### config.mk
export PLATFORM = sky130hd
export DESIGN_NAME = hvd_mul
export DESIGN_NICKNAME = d
export VERILOG_FILES = /design/src/hw/rtl/hvd_mul.sv
export SDC_FILE = /design/constraint.sdc
export NUM_CORES = 2
export LEC_CHECK = 0
export BUFFER_PORTS_ARGS = -buffer_cell sky130_fd_sc_hd__buf_2
export CAP_MARGIN = 20
export CORE_ASPECT_RATIO = 1.1
export CORE_UTILIZATION = 70
export CTS_BUF_LIST = sky130_fd_sc_hd__clkbuf_8
export CTS_CLUSTER_DIAMETER = 30
export CTS_CLUSTER_SIZE = 12
export DETAILED_ROUTE_END_ITERATION = 10
export GPL_TIMING_DRIVEN = 1
export MAX_ROUTING_LAYER = met4
export PLACE_DENSITY = 0.86
export SLEW_MARGIN = 15
export SYNTH_ARGS = -nofsm -noshare
export SYNTH_HDL_FRONTEND = slang
export SYNTH_SLANG_ARGS = --single-unit
### constraint.sdc
create_clock -name clk -period 2.35 [get_ports clk]
set_clock_uncertainty 0.05 [all_clocks]
set_input_delay 0.1175 -clock clk [delete_from_list [all_inputs] [get_ports clk]]
set_output_delay 0.1175 -clock clk [all_outputs]
set_load 0.1 [all_outputs]
### src/hw/rtl/hvd_mul.sv
// ----------------------------------------------------------------------------
// hvd_mul
// Two-stage unsigned multiplier: 32x32 partial products, then their sum.
// ----------------------------------------------------------------------------
module hvd_mul #(
	parameter int WA = 32,
	parameter int WB = 32,
	parameter int SW = 1
) (
	input  logic             clk,
	input  logic             arst_n,
	input  logic             en,
	input  logic             vld_i,
	input  logic [SW-1:0]    side_i,
	input  logic [WA-1:0]    a,
	input  logic [WB-1:0]    b,
	output logic             vld_o,
	output logic [SW-1:0]    side_o,
	output logic [WA+WB-1:0] p
);

	localparam int NA = (WA + 31) / 32;
	localparam int NB = (WB + 31) / 32;
	localparam int AP = NA * 32;
	localparam int BP = NB * 32;
	localparam int WP = WA + WB;

	logic [AP-1:0] ap;
	logic [BP-1:0] bp;
	logic [63:0]   pp_s1 [NA*NB];
	logic          vld_s1, vld_s2;
	logic [SW-1:0] side_s1, side_s2;
	logic [WP-1:0] sum;
	logic [WP-1:0] p_s2;

	assign ap = AP'(a);
	assign bp = BP'(b);

	always_ff @(posedge clk) begin
		if (en) begin
			for (int i = 0; i < NA; i++) begin
				for (int j = 0; j < NB; j++) begin
					pp_s1[i*NB+j] <= 64'(ap[i*32 +: 32]) * 64'(bp[j*32 +: 32]);
				end
			end
			side_s1 <= side_i;
			side_s2 <= side_s1;
			p_s2    <= sum;
		end
	end

	always_comb begin
		sum = '0;
		for (int i = 0; i < NA; i++) begin
			for (int j = 0; j < NB; j++) begin
				sum = sum + (WP'(pp_s1[i*NB+j]) << (32 * (i + j)));
			end
		end
	end

	always_ff @(posedge clk or negedge arst_n) begin
		if (!arst_n) begin
			vld_s1 <= 1'b0;
			vld_s2 <= 1'b0;
		end else if (en) begin
			vld_s1 <= vld_i;
			vld_s2 <= vld_s1;
		end
	end

	assign vld_o  = vld_s2;
	assign side_o = side_s2;
	assign p      = p_s2;

endmodule

==> qor.yml, run 1 <==
grt_use_total: 0.762
endpoint_type: "register input"
place.gp.congestion: 0.974
synth_warnings: 0
grt_max_degree: 36
cts_buffers: 17
synth_top_flop_cell: "edfxtp_1"
synth_async_sr_flop_share: 0.0152
dp_hpwl_um: 88900
fp-row-count: 88
syn_area_per_cell_sq_um: 9.78
synth.cell_area_sq_um: 37200
die_y_um: 244
ys_types: 55
htree_levels: 4
start_util: 0.709
synthDominantCellAreaShare: 0.482
cts_root_buffer: "clkbuf_8"
cts.path.max_buffers: 2
stop_error: "[ERROR GRT-0232] Routing congestion too high. Check the congestion heatmap in the GUI."
ys_seq_area_frac: 0.106
synth_area_leaders: "fa_1 48%, edfxtp_1 10%, and2_1 10%"
stop_stage: "5_1_grt"
grt-ovfl-total: 358
outcome: "did not finish"
ios: 135
synth_edf_count: 130
ys_ff_latch: 132
syn_inst: 3807
fp.dieW_um: 222
syn_nets: 5035
crit_endpoint: "pp_s1[0][61]$_DFFE_PP_/D"
placed_area_sq_um: 42400
synth_largest_area_cell: "fa_1"
numClockSinks: 132
port-buffer-count: 134
[synth_stat cells (28+ instances only)]
master / number
nor2_1: 28
a21o_1: 30
edfxtp_1: 130
fa_1: 896
inv_1: 866
clkbuf_1: 211
nand2_1: 471
xnor2_1: 41
a21oi_1: 67
and2_1: 602
o21ai_0: 30
ha_1: 263
[through the flow]
| step | instances | setup TNS, ns | setup WS (ns) |
|---|---|---|---|
| 4_1_cts | 4970 | -219.77 | -4.42 |
| 3_3_place_gp | 4889 | -251.27 | -4.95 |
| 3_5_place_dp | 4889 | -258.14 | -5.16 |
| 2_1_floorplan | 3807 | -209.72 | -4.49 |
[layer usage]
metal,global-route usage,GRT overflow
met1,0.733,8
met2,0.911,220
met3,0.620,7
met4,0.741,123
met5,-,-
[logic make-up after synthesis]
kind of cell,share of synthesized area
xor+xnor,0.0148
fa+ha+maj,0.570
buf+inv,0.109
mux,0.000605
flops,0.106
simple gates,0.163
compound gates,0.0368
[timing repair]
item | 4_1_cts
cloned | 2
hold buffers | 4
gates resized for setup | 346
pin swaps | 155
hold endpoints to repair | 4
buffers inserted | 46
endpoints found under the setup margin | 60
==> run 2, diff against run 1 <==
==> config.mk (replaced) <==
export PLATFORM = sky130hd
export DESIGN_NAME = hvd_mul
export DESIGN_NICKNAME = d
export VERILOG_FILES = /design/src/hw/rtl/hvd_mul.sv
export SDC_FILE = /design/constraint.sdc
export NUM_CORES = 2
export LEC_CHECK = 0
export BUFFER_PORTS_ARGS = -buffer_cell sky130_fd_sc_hd__buf_2
export CAP_MARGIN = 20
export CORE_UTILIZATION = 40
export DETAILED_ROUTE_END_ITERATION = 10
export GPL_TIMING_DRIVEN = 1
export PLACE_DENSITY_LB_ADDON = 0.15
export SLEW_MARGIN = 15
export SYNTH_ARGS = -nofsm -noshare
export SYNTH_HDL_FRONTEND = slang
export SYNTH_SLANG_ARGS = --single-unit
==> run 2 against run 1 <==
  * The flow now finishes, with violations (setup timing)
  * Area after synthesis unchanged
  * Synthesized cell count unchanged
==> qor.yml, run 2 <==
fin_nets: 5573
final_cell_mix: "825 x inv_1, 812 x fa_1, 545 x and2_1, 452 x nand2_1, 442 x buf_4"
rr_startpoint: "pp_s1[0][54]"
fmax_mhz: 147
synth_largest_area_cell: "fa_1"
required_ns: 2.48
ios: 135  # unchanged
fin_crit_sh: 2.89
placed_area_sq_um: 43400  # +2.2%
hold_violations: 0
multi_input_area_sq_um: 31500
grt-ovfl-total: 0
synthDominantCellAreaShare: 0.482  # unchanged
slowest_stage: "fa_1"
grt_pass1_vias: 29764
syn_inst: 3807  # unchanged
start_util: 0.405  # -0.304
drt_iter0_markers: 1211
min_period_ns: 6.79
firstDrtPassIters: 5
fin_area_sq_um: 47600
violations: "setup timing"
start_kind: "input pin"
synth_area_leaders: "fa_1 48%, edfxtp_1 10%, and2_1 10%"
grt_use_total: 0.237
synth_warnings: 0  # unchanged
cts_root_buffer: "clkbuf_16"
reg2regPathDepth: 0
dieArea_sq_um: 94300
cts.clk_slew.worst_paths_ns: 0.06
crit_type: "in2reg"
wirelength_um: 108000
vias: 27078
synth_edf_count: 130  # unchanged
fin_ws_ns: -4.44
rrSetupSlack_ns: 1.53
cts_tree: "built"
critPathLaunch: "a[12]"
synthToLayoutAreaGrowth_pct: 27.8
cts_buffers: 17  # unchanged
port-buffer-count: 134  # unchanged
fp.dieW_um: 307  # +38%
cp_common_cell: "fa_1"
syn_area_per_cell_sq_um: 9.78  # unchanged
syn_nets: 5035  # unchanged
hold_path_class: "in2reg"
cp-endpoint: "pp_s1[0][61]"
htree_levels: 4  # unchanged
mostFrequentLayoutCell: "inv_1"
whs_ns: 0.0352
ys_ff_latch: 132  # unchanged
yosysMostFrequentCell: "fa_1"
wl_per_cell_um: 19.3
dp_hpwl_um: 91400  # +2.8%
ant_nets: 0
hold_start: "en"
worstSetupEndpointType: "register"
clock_latency_ns: 0.43
ys_types: 55  # unchanged
worstPathArrival_ns: 6.92
pre_cts_slack_ns: -5.12  # +0.0432 ns
synth_top_flop_cell: "edfxtp_1"
core_sq_um: 91900
slowest_delay_ns: 0.57
slew_headroom: 0.636
drc: 0
grt_max_degree: 42
vias_per_cell: 4.83
outcome: "complete, but fails checks"
ys_top_cells_by_count: "896 x fa_1, 866 x inv_1, 602 x and2_1, 471 x nand2_1, 263 x ha_1"
antenna_found_initial: 7
maxSlewViolCount: 0
numClockSinks: 132  # unchanged
setup_viol: 61
worst_pin_slew_ns: 0.544
cts.path.max_buffers: 2  # unchanged
place.gp.congestion: 0.875  # -10%
seq_area_sq_um: 3950
layout-drive-gt1-share: 0.267
rsz0062_at_grt: "true"
fp-row-count: 111  # +26%
maxCapViolations: 0
holdPathStages: 1
die_y_um: 307  # +26%
synth.cell_area_sq_um: 37200  # unchanged
n_fill_cell: 8501
worstPathMaxFanout: 6
dp.cells: 5477  # +12%
synth_async_sr_flop_share: 0.0152  # unchanged
grt_pass1_wl_um: 170000
post_layout_nonfiller_instances: 5602
r2r-end: "p[54]"
ys_seq_area_frac: 0.106  # unchanged
## run 2: cell counts after synthesis
Identical to the previous run, type by type.
## run 2: per-stage QoR
step	setup TNS, ns	utilization
3_5_place_dp	-259.41	0.472
2_1_floorplan	-209.72	-
6_report	-217.90	0.517
3_3_place_gp	-258.10	0.472
4_1_cts	-217.96	0.506
5_1_grt	-226.81	0.517
## run 2: area by class of cell
class,count,area share
multi-input combinational,2597,0.661
timing repair buffer,731,0.142
sequential,132,0.0831
inverter,866,0.0683
tap,1243,0.0327
clock buffer,20,0.00918
clock inverter,12,0.00324
antenna,1,0.0000526
## run 2: cell families (layout without fill, tap and decap cells)
| kind of cell | count (synthesis) | count (layout) | synth area share |
|---|---|---|---|
| muxes | 2 | 2 | 0.000605 |
| and+or+nand+nor | 1169 | 1169 | 0.163 |
| DFF | 132 | 132 | 0.106 |
| buffers and inverters | 1078 | 1629 | 0.109 |
| xor gates and xnor gates | 63 | 63 | 0.0148 |
| AOI/OAI and AO/OA | 204 | 204 | 0.0368 |
| adders and majority gates | 1159 | 1159 | 0.570 |
| other | 0 | 1 | 0 |
## run 2: how the worst min path moves through the flow
stage / end / slack, ns
finish: p[54] / 0.04
global route: p[52] / 0.03
CTS: p[60] / 0.02
detailed placement: vld_s1 / -0.15
global placement: vld_o / -0.15
floorplan: vld_o / -0.23
## run 2: repair_timing
item                                    CTS  global route
gates cloned                              8             4
endpoints found under the hold margin     4             0
setup buffers                            49            44
hold buffers                              4             0
endpoints found under the setup margin   61            61
pin swaps                               215           197
resized for setup                       453           207
## run 2: critical path: cells and delay by family
family	cells	cell delay, ns
AOI/OAI and AO/OA	8	1.86
xor gates and xnor gates	1	0.10
adders and majority gates	9	4.33
buffers and inverters	5	0.30
and+or+nand+nor	2	0.19
## run 2: layer usage
metal | vias up | GRT usage | routed length (um)
met5 | - | 0 | 9
met4 | 2 | 0.0501 | 2680
met3 | 122 | 0.0199 | 3270
met2 | 474 | 0.436 | 58100
met1 | 14256 | 0.301 | 43900
li1 | 12224 | - | -
Power of run 2 is left out: the tool's default activity adds up to more than one toggle a clock period on the data nets, which glitch-free logic cannot reach.
