**src/hw/rtl/hvd_pkg.sv**
```systemverilog
// ----------------------------------------------------------------------------
// hvd_pkg
// Shared constants, widths and the CORDIC arctangent table for the haversine
// distance pipeline.
// ----------------------------------------------------------------------------
package hvd_pkg;

	localparam int DEG_FRAC_BITS = 20;
	localparam int QB            = 40;

	// magnitude width into the radian converter
	localparam int MW  = 28;
	// radian angle width (Q40, at most pi)
	localparam int QW  = 42;
	// CORDIC datapath width (signed Q40)
	localparam int CW  = 44;
	// clamped sine or cosine width
	localparam int VW  = 42;
	// square root result width
	localparam int SQW = 41;
	// reciprocal of 45 for the exact divide of a 48-bit value
	localparam int NW  = 48;
	localparam int RCW = 49;

	localparam logic [26:0] LAT_MAX = 27'(90 << DEG_FRAC_BITS);
	localparam logic [27:0] LON_MAX = 28'(180 << DEG_FRAC_BITS);

	localparam logic [63:0] PI_Q62  = 64'hC90FDAA22168C235;
	localparam logic [63:0] PI4_Q62 = 64'h3243F6A8885A308D;
	localparam logic [39:0] GAIN_Q40 = 40'd667681663043;
	localparam logic [RCW-1:0] RECIP45 = RCW'(((64'd1 << 54) + 64'd44) / 64'd45);

	localparam logic [23:0] RADIUS_RESET = 24'd6371000;

	typedef enum logic {
		REG_RADIUS = 1'b0,
		REG_NONE   = 1'b1
	} reg_idx_t;

	typedef logic signed [CW-1:0] cw_t;

	// atan(2^-i) in Q40, built from the integer series and rounded
	function automatic logic [63:0] atan_q40(input int unsigned i);
		logic [63:0] acc;
		logic [63:0] term;
		int unsigned k;
		acc = 64'd0;
		if (i == 0) begin
			acc = PI4_Q62;
		end else begin
			for (k = 0; i * (2 * k + 1) <= 62; k++) begin
				term = (64'd1 << (62 - i * (2 * k + 1))) / 64'(2 * k + 1);
				if (k[0]) begin
					acc = acc - term;
				end else begin
					acc = acc + term;
				end
			end
		end
		return (acc + (64'd1 << 21)) >> 22;
	endfunction

endpackage

```
**src/hw/rtl/hvd_mul.sv**
```systemverilog
// ----------------------------------------------------------------------------
// hvd_mul
// Two-stage unsigned multiplier: 32x32 partial products, then their sum.
// ----------------------------------------------------------------------------
module hvd_mul #(
	parameter int WA = 32,
	parameter int WB = 32,
	parameter int SW = 1
) (
	input  logic             clk,
	input  logic             arst_n,
	input  logic             en,
	input  logic             vld_i,
	input  logic [SW-1:0]    side_i,
	input  logic [WA-1:0]    a,
	input  logic [WB-1:0]    b,
	output logic             vld_o,
	output logic [SW-1:0]    side_o,
	output logic [WA+WB-1:0] p
);

	localparam int NA = (WA + 31) / 32;
	localparam int NB = (WB + 31) / 32;
	localparam int AP = NA * 32;
	localparam int BP = NB * 32;
	localparam int WP = WA + WB;

	logic [AP-1:0] ap;
	logic [BP-1:0] bp;
	logic [63:0]   pp_s1 [NA*NB];
	logic          vld_s1, vld_s2;
	logic [SW-1:0] side_s1, side_s2;
	logic [WP-1:0] sum;
	logic [WP-1:0] p_s2;

	assign ap = AP'(a);
	assign bp = BP'(b);

	always_ff @(posedge clk) begin
		if (en) begin
			for (int i = 0; i < NA; i++) begin
				for (int j = 0; j < NB; j++) begin
					pp_s1[i*NB+j] <= 64'(ap[i*32 +: 32]) * 64'(bp[j*32 +: 32]);
				end
			end
			side_s1 <= side_i;
			side_s2 <= side_s1;
			p_s2    <= sum;
		end
	end

	always_comb begin
		sum = '0;
		for (int i = 0; i < NA; i++) begin
			for (int j = 0; j < NB; j++) begin
				sum = sum + (WP'(pp_s1[i*NB+j]) << (32 * (i + j)));
			end
		end
	end

	always_ff @(posedge clk or negedge arst_n) begin
		if (!arst_n) begin
			vld_s1 <= 1'b0;
			vld_s2 <= 1'b0;
		end else if (en) begin
			vld_s1 <= vld_i;
			vld_s2 <= vld_s1;
		end
	end

	assign vld_o  = vld_s2;
	assign side_o = side_s2;
	assign p      = p_s2;

endmodule

```
**src/hw/rtl/hvd_to_rad.sv**
```systemverilog
// ----------------------------------------------------------------------------
// hvd_to_rad
// Degrees to radians in Q40: multiply by pi, then an exact rounded divide by
// 180 (or 360 for a half angle) done as a shift and a reciprocal of 45.
// ----------------------------------------------------------------------------
module hvd_to_rad (
	input  logic                   clk,
	input  logic                   arst_n,
	input  logic                   en,
	input  logic                   half,
	input  logic                   vld_i,
	input  logic [hvd_pkg::MW-1:0] mag,
	output logic                   vld_o,
	output logic [hvd_pkg::QW-1:0] rad
);

	localparam int P1W = hvd_pkg::MW + 64;
	localparam int P2W = hvd_pkg::NW + hvd_pkg::RCW;

	logic                   v1;
	logic [P1W-1:0]         p1;
	logic [63:0]            w;
	logic [63:0]            x;
	logic                   vld_s1;
	logic [hvd_pkg::NW-1:0] n_s1;
	logic [P2W-1:0]         p2;

	hvd_mul #(.WA(hvd_pkg::MW), .WB(64), .SW(1)) u_mul_pi (
		.clk    (clk),
		.arst_n (arst_n),
		.en     (en),
		.vld_i  (vld_i),
		.side_i (1'b0),
		.a      (mag),
		.b      (hvd_pkg::PI_Q62),
		.vld_o  (v1),
		.side_o (),
		.p      (p1)
	);

	// half of the divisor is added before the divide to round to nearest
	always_comb begin
		w = 64'(p1 >> (8 + hvd_pkg::DEG_FRAC_BITS));
		x = w + (half ? 64'd2949120 : 64'd1474560);
	end

	always_ff @(posedge clk) begin
		if (en) begin
			n_s1 <= half ? hvd_pkg::NW'(x >> 17) : hvd_pkg::NW'(x >> 16);
		end
	end

	always_ff @(posedge clk or negedge arst_n) begin
		if (!arst_n) begin
			vld_s1 <= 1'b0;
		end else if (en) begin
			vld_s1 <= v1;
		end
	end

	hvd_mul #(.WA(hvd_pkg::NW), .WB(hvd_pkg::RCW), .SW(1)) u_mul_recip (
		.clk    (clk),
		.arst_n (arst_n),
		.en     (en),
		.vld_i  (vld_s1),
		.side_i (1'b0),
		.a      (n_s1),
		.b      (hvd_pkg::RECIP45),
		.vld_o  (vld_o),
		.side_o (),
		.p      (p2)
	);

	assign rad = p2[hvd_pkg::QW+53:54];

endmodule

```
**config.mk**
```make
export PLATFORM = sky130hd
export DESIGN_NAME = hvd_to_rad
export DESIGN_NICKNAME = d
export VERILOG_FILES = /design/src/hw/rtl/hvd_pkg.sv /design/src/hw/rtl/hvd_mul.sv /design/src/hw/rtl/hvd_to_rad.sv
export SDC_FILE = /design/constraint.sdc
export NUM_CORES = 2
export LEC_CHECK = 0
export BUFFER_PORTS_ARGS = -buffer_cell sky130_fd_sc_hd__buf_2
export CAP_MARGIN = 20
export CELL_PAD_IN_SITES_DETAIL_PLACEMENT = 0
export CELL_PAD_IN_SITES_GLOBAL_PLACEMENT = 2
export CORE_AREA = 4 4 406 408
export CTS_BUF_LIST = sky130_fd_sc_hd__clkbuf_4
export DETAILED_ROUTE_END_ITERATION = 8
export DIE_AREA = 0 0 410 412
export GPL_TIMING_DRIVEN = 0
export PLACE_DENSITY = 0.94
export SLEW_MARGIN = 30
export SYNTH_ARGS = -nofsm -noshare
export SYNTH_HDL_FRONTEND = slang
export SYNTH_SLANG_ARGS = --single-unit
```
**constraint.sdc**
```tcl
create_clock -name clk -period 7.58 [get_ports clk]
set_input_delay 0.758 -clock clk [delete_from_list [all_inputs] [get_ports clk]]
set_output_delay 0.758 -clock clk [all_outputs]
set_load 0.01 [all_outputs]
```
# Yosys cells after proc, flatten, opt, wreduce, memory -nomap -nowiden
# Memory sizes are Yosys's and may differ from the RTL's.
# Index checks and enable logic that the tools add are counted.
# totals
register_bits,241
latchBits,0
mem_bits_rw,372
mem_bits_ro,0
out_inout_bits,43
elab_cells,26
n_memories,2
# classes
add_sub_neg,5
n_mul,6
div_mod_pow,0
magnitude_cmp,0
n_eq_ne,0
shifts,0
mux,4
n_bitwise,0
n_reduce_logical,0
# memory_table
name,depth,width,read_ports,rd_ports_with_merged_regs,write_ports,line_no,rtl
u_mul_recip.pp_s1,4,63,4,0,4,hvd_mul.sv:30,logic [63:0] pp_s1 [NA*NB];
u_mul_pi.pp_s1,2,60,2,0,2,hvd_mul.sv:30,
# ops
cell,count
adder 96 bit,2
adder 64 x 96 -> 96 bit,1
adder 64 x 92 -> 92 bit,1
adder 64 x 22 -> 64 bit,1
multiplier 32 x 31 -> 63 bit (second input constant),1
multiplier 28 x 31 -> 59 bit (second input constant),1
multiplier 28 x 30 -> 58 bit (second input constant),1
multiplier 32 x 16 -> 48 bit (second input constant),1
multiplier 16 x 31 -> 47 bit (second input constant),1
two-way mux 47 bit,1
multiplier 16 x 16 -> 32 bit (second input constant),1
two-way mux 22 bit,1
two-way mux 1 bit,2

# Logic depth before layout (Yosys ltp)
# An unclocked memory read counts as a cell.
# depth
word_depth,4
depth_mapped,26
depth_no_buf,26

# Modules after synthesis
# Synthesis repeated with hierarchy kept, for this count alone.
# hier_totals
cells_unflattened,16981
area_unflattened_um2,158289.3
# modules_own_cells
mod,n_inst,cells_per_inst,area_each_um2,seq_area_each_um2
hvd_mul (u_mul_recip),1,9274,87323.8,8848.5
hvd_mul (u_mul_pi),1,7305,67209.5,6476.2
hvd_to_rad,1,402,3756.1,1466.4

# Least setup slack after synthesis
# OpenSTA, ideal clock, no wires.
# synth_timing
path_type,input to register
startpoint,input port mag[4] in the netlist's numbering
endpoint,memory u_mul_pi.pp_s1[0][116] in the netlist's numbering (data pin)
setup_time_ns,0.260
arrival_time_ns,6.936
t_required_ns,7.320
setup_slack_ns,0.384
path_stages,24
n_path_buf,1
path_cell_list,fa_1 -> fa_1 -> inv_1 -> fa_1 -> inv_1 -> fa_1 -> inv_1 -> fa_1 -> inv_1 -> fa_1 -> inv_1 -> fa_1 -> inv_1 -> ha_1 -> clkbuf_1 -> o21a_1 -> o21bai_1 -> a2111oi_0 -> a31oi_1 -> o31ai_2 -> a311oi_1 -> o31ai_1 -> a21oi_1 -> xnor2_1
# synth_lines
element,line_no,rtl
"start, declared",hvd_to_rad.sv:12,"input logic [hvd_pkg::MW-1:0] mag,"
"end, declared",hvd_mul.sv:30,

==> summary.txt <==
Floorplan
  – Initial Util: 0.455
  – Core Area: 162000 um2
  – IO Pins: 76
  – Die Ht: 412 um
  – Num rows: 148
  – DIE AREA: 169000 um2
  – Die width: 410 um

CTS
  – CTS Sinks: 384
  – Clock Latency Late Sink: 0.90 ns
  – Maximum buffer depth of the clock tree: 3
  – CTS root buffer: clkbuf_4
  – H-tree levels: 3
  – CTS Buf Count: 100
  – CTS tree: done
  – Clock transition at path regs: 0.06 ns

Flow run
  – Max-cap violation count: 0

STA
  – Final worst path period share: 0.985
  – Max Fclk: 134 MHz
  – Slew Viols, Final: 0
  – Endpoints failing setup: 0
  – Slew @ Worst Pin: 0.937 ns
  – Crit path time final: 7.47 ns
  – Unrepaired setup endpoints after global routing: true
  – Hold slack: 0.125 ns
  – Final WS setup: 0.111 ns
  – Final hold vios: 0
  – Slew margin rel.: 0.374
  – Clock Skews: 0.0622 ns

Global routing
  – First-pass GRT wire length: 309000 um
  – Number of global-route vias before repair: 53000
  – Largest net degree at the start of global routing: 95
  – Initial antenna violation count: 5
  – GRT overflow: 0
  – Overall routing resource usage: 0.238

Logic synthesis
  – Post-synth EDFFs: 379
  – Async SR Flop Fraction: 0.0130
  – Synth Register Bits: 384
  – Main flop type after synthesis: edfxtp_1
  – Yosys cell types: 83
  – Syn Std Cell Area: 73600 um2
  – Synthesized area per cell: 10.6 um2
  – Sequential share of the synthesized area: 0.156
  – Syn Inst Count: 6929
  – Syn_nets: 9622
  – Synth warnings: 0

Setup path
  – Worst Setup End Kind: register
  – Worst setup SP type: input pin
  – CP arrival: 8.08 ns
  – Reg2reg setup slack: 0.15 ns
  – Crit path kind: in2reg
  – Crit-path max FO: 11
  – Worst path required time: 8.19 ns

Layout
  – Area grow syn2layout: 7.46%
  – Layout Nets: 9872
  – FILL cells: 15000
  – Share of cells above drive strength 1: 0.0560
  – Util after Layout: 0.489

Route
  – DR vias: 49400
  – ANT nets after route: 0
  – Drt pass-1 iters: 6
  – DRT iter0 DRCs: 2879
  – Vias per Instance: 5.23
  – # DRC: 0
  – Overall routed net length: 197000 um
  – Wire per inst: 20.9 um

Placed design
  – Gpl congestion: 0.949
  – Post-Place Worst Slack: -1.56 ns
  – HPWL Detailed: 169000 um
  – I/O Buffers: 75

Min path
  – Hold crit path type: in2reg

Status
  – Status: completed
[worst max-delay path, stage by stage]
cell and delay (ns):
buf_2 0.47, inv_1 0.13, fa_1 0.51, inv_1 0.13, fa_1 0.55, inv_1 0.05
fa_1 0.46, fa_1 0.51, inv_1 0.05, fa_1 0.49, fa_1 0.49, inv_1 0.05
fa_1 0.47, inv_1 0.04, ha_1 0.35, a21o_1 0.18, a21o_1 0.16, a221oi_1 0.54
o21ai_0 0.27, a31oi_4 0.30, o31ai_4 0.14, a311oi_2 0.37, nor2_1 0.14, a311oi_1 0.33
xnor2_1 0.12
[area by class of cell]
cell class | instances | area [um2] | area share
antenna | 9 | 22.5 | 0.000285
inverter | 1770 | 6650 | 0.0841
sequential | 384 | 11500 | 0.145
timing repair buffer | 148 | 1150 | 0.0145
multi-input combinational | 4723 | 55600 | 0.702
clock buffer | 142 | 1070 | 0.0135
tap | 2175 | 2720 | 0.0344
clock inverter | 43 | 240 | 0.00304
buffer | 52 | 198 | 0.00250
[metal layers]
layer  vias to the layer above  part of all wire  GRT usage
met4                         0             0.048     0.0947
met2                      1252              0.48      0.404
met5                         -                 0          0
li1                      23200                 -          -
met3                       388             0.048     0.0292
met1                     24600              0.42      0.310
[worst paths after layout]
check / from / cells past startpoint / endpoint
min in group asynchronous: arst_n / 2 / u_mul_recip.vld_s1
worst max-delay path: mag[12] / 25 / u_mul_pi.pp_s1[0][118]
max in group asynchronous: arst_n / 2 / u_mul_pi.vld_s1
worst max register to register: n_s1[16] / 22 / u_mul_recip.pp_s1[0][61]
worst min-delay path: vld_i / 2 / u_mul_pi.vld_s1
worst min register to register: vld_s1 / 1 / u_mul_recip.vld_s1
[cells by family (layout without fill, tap and decap cells)]
group	count (synthesis)	count (layout)	synth area share
buf+inv	1822	2155	0.0929
other cells	0	9	0
compound gates	883	883	0.0785
simple gates	821	821	0.0553
xor+xnor	343	343	0.0408
flops	384	384	0.156
fa+ha+maj	2660	2660	0.574
mux	16	16	0.00228
[repair_timing]
action / CTS / global route
pin swaps: 1 / 3
endpoints found under the setup margin: 43 / 31
setup buffers: 35 / 23
resized for setup: 36 / 34
hold buffers: 1 / 0
hold endpoints to repair: 5 / 0
[flip-flops by register name, summed over array words and instances, names as in the netlist]
register            flops
n_s1                   48
u_mul_pi.p             49
u_mul_pi.pp_s1         84
u_mul_pi.vld_o          1
u_mul_pi.vld_s1         1
u_mul_recip.p          42
u_mul_recip.pp_s1     156
u_mul_recip.vld_o       1
u_mul_recip.vld_s1      1
vld_s1                  1
[cells in the mapped netlist (12+ instances only)]
cell       instances  area (um2)
nand2_1          207         777
a21oi_1          263        1320
nand3_1           88         440
o211ai_1          18         135
fa_1            1196       23900
nor2b_1           42         263
o31ai_1           13        97.6
and2_1            20         125
inv_1           1769        6640
o21ai_0          154         771
a211oi_1          31         233
ha_1            1464       18300
or2_2             14        87.6
o21bai_1          31         233
edfxtp_1         379       11400
nand2b_1          44         275
and4_1            21         184
nor3_1            56         280
o21a_1            48         360
and3_1            47         294
nand4_1           57         357
nor4_1            14        87.6
a21o_1           135        1010
xor2_1           112         981
a31oi_1           39         244
nor2_1           185         694
xnor2_1          231        2020
clkbuf_1          45         169
o2111ai_1         12         105
[cell usage in the layout (no fill, tap or decap), types with 47 or more instances in the layout]
cell type and instances:
nand3_1 88, o21a_1 48, a21oi_1 259, buf_4 61
ha_1 1448, nor3_1 56, nor2_1 185, and3_1 47
o21ai_0 149, nand2_1 207, a21o_1 135, nand4_1 57
clkbuf_4 149, buf_2 63, inv_1 1767, xnor2_1 228
edfxtp_1 379, fa_1 1196, xor2_1 110
[per-stage QoR]
stage,std cells,setup TNS [ns],area (um2)
after floorplan,6929,0,73600
after global placement,9179,-62.80,76700
after detailed placement,9193,-51.33,77000
after CTS,9414,0,78700
after global routing,9445,-0.0618,79100
final,9446,0,79100
Power is left out: the tool's default activity adds up to more than one toggle a clock period on the data nets, which glitch-free logic cannot reach.
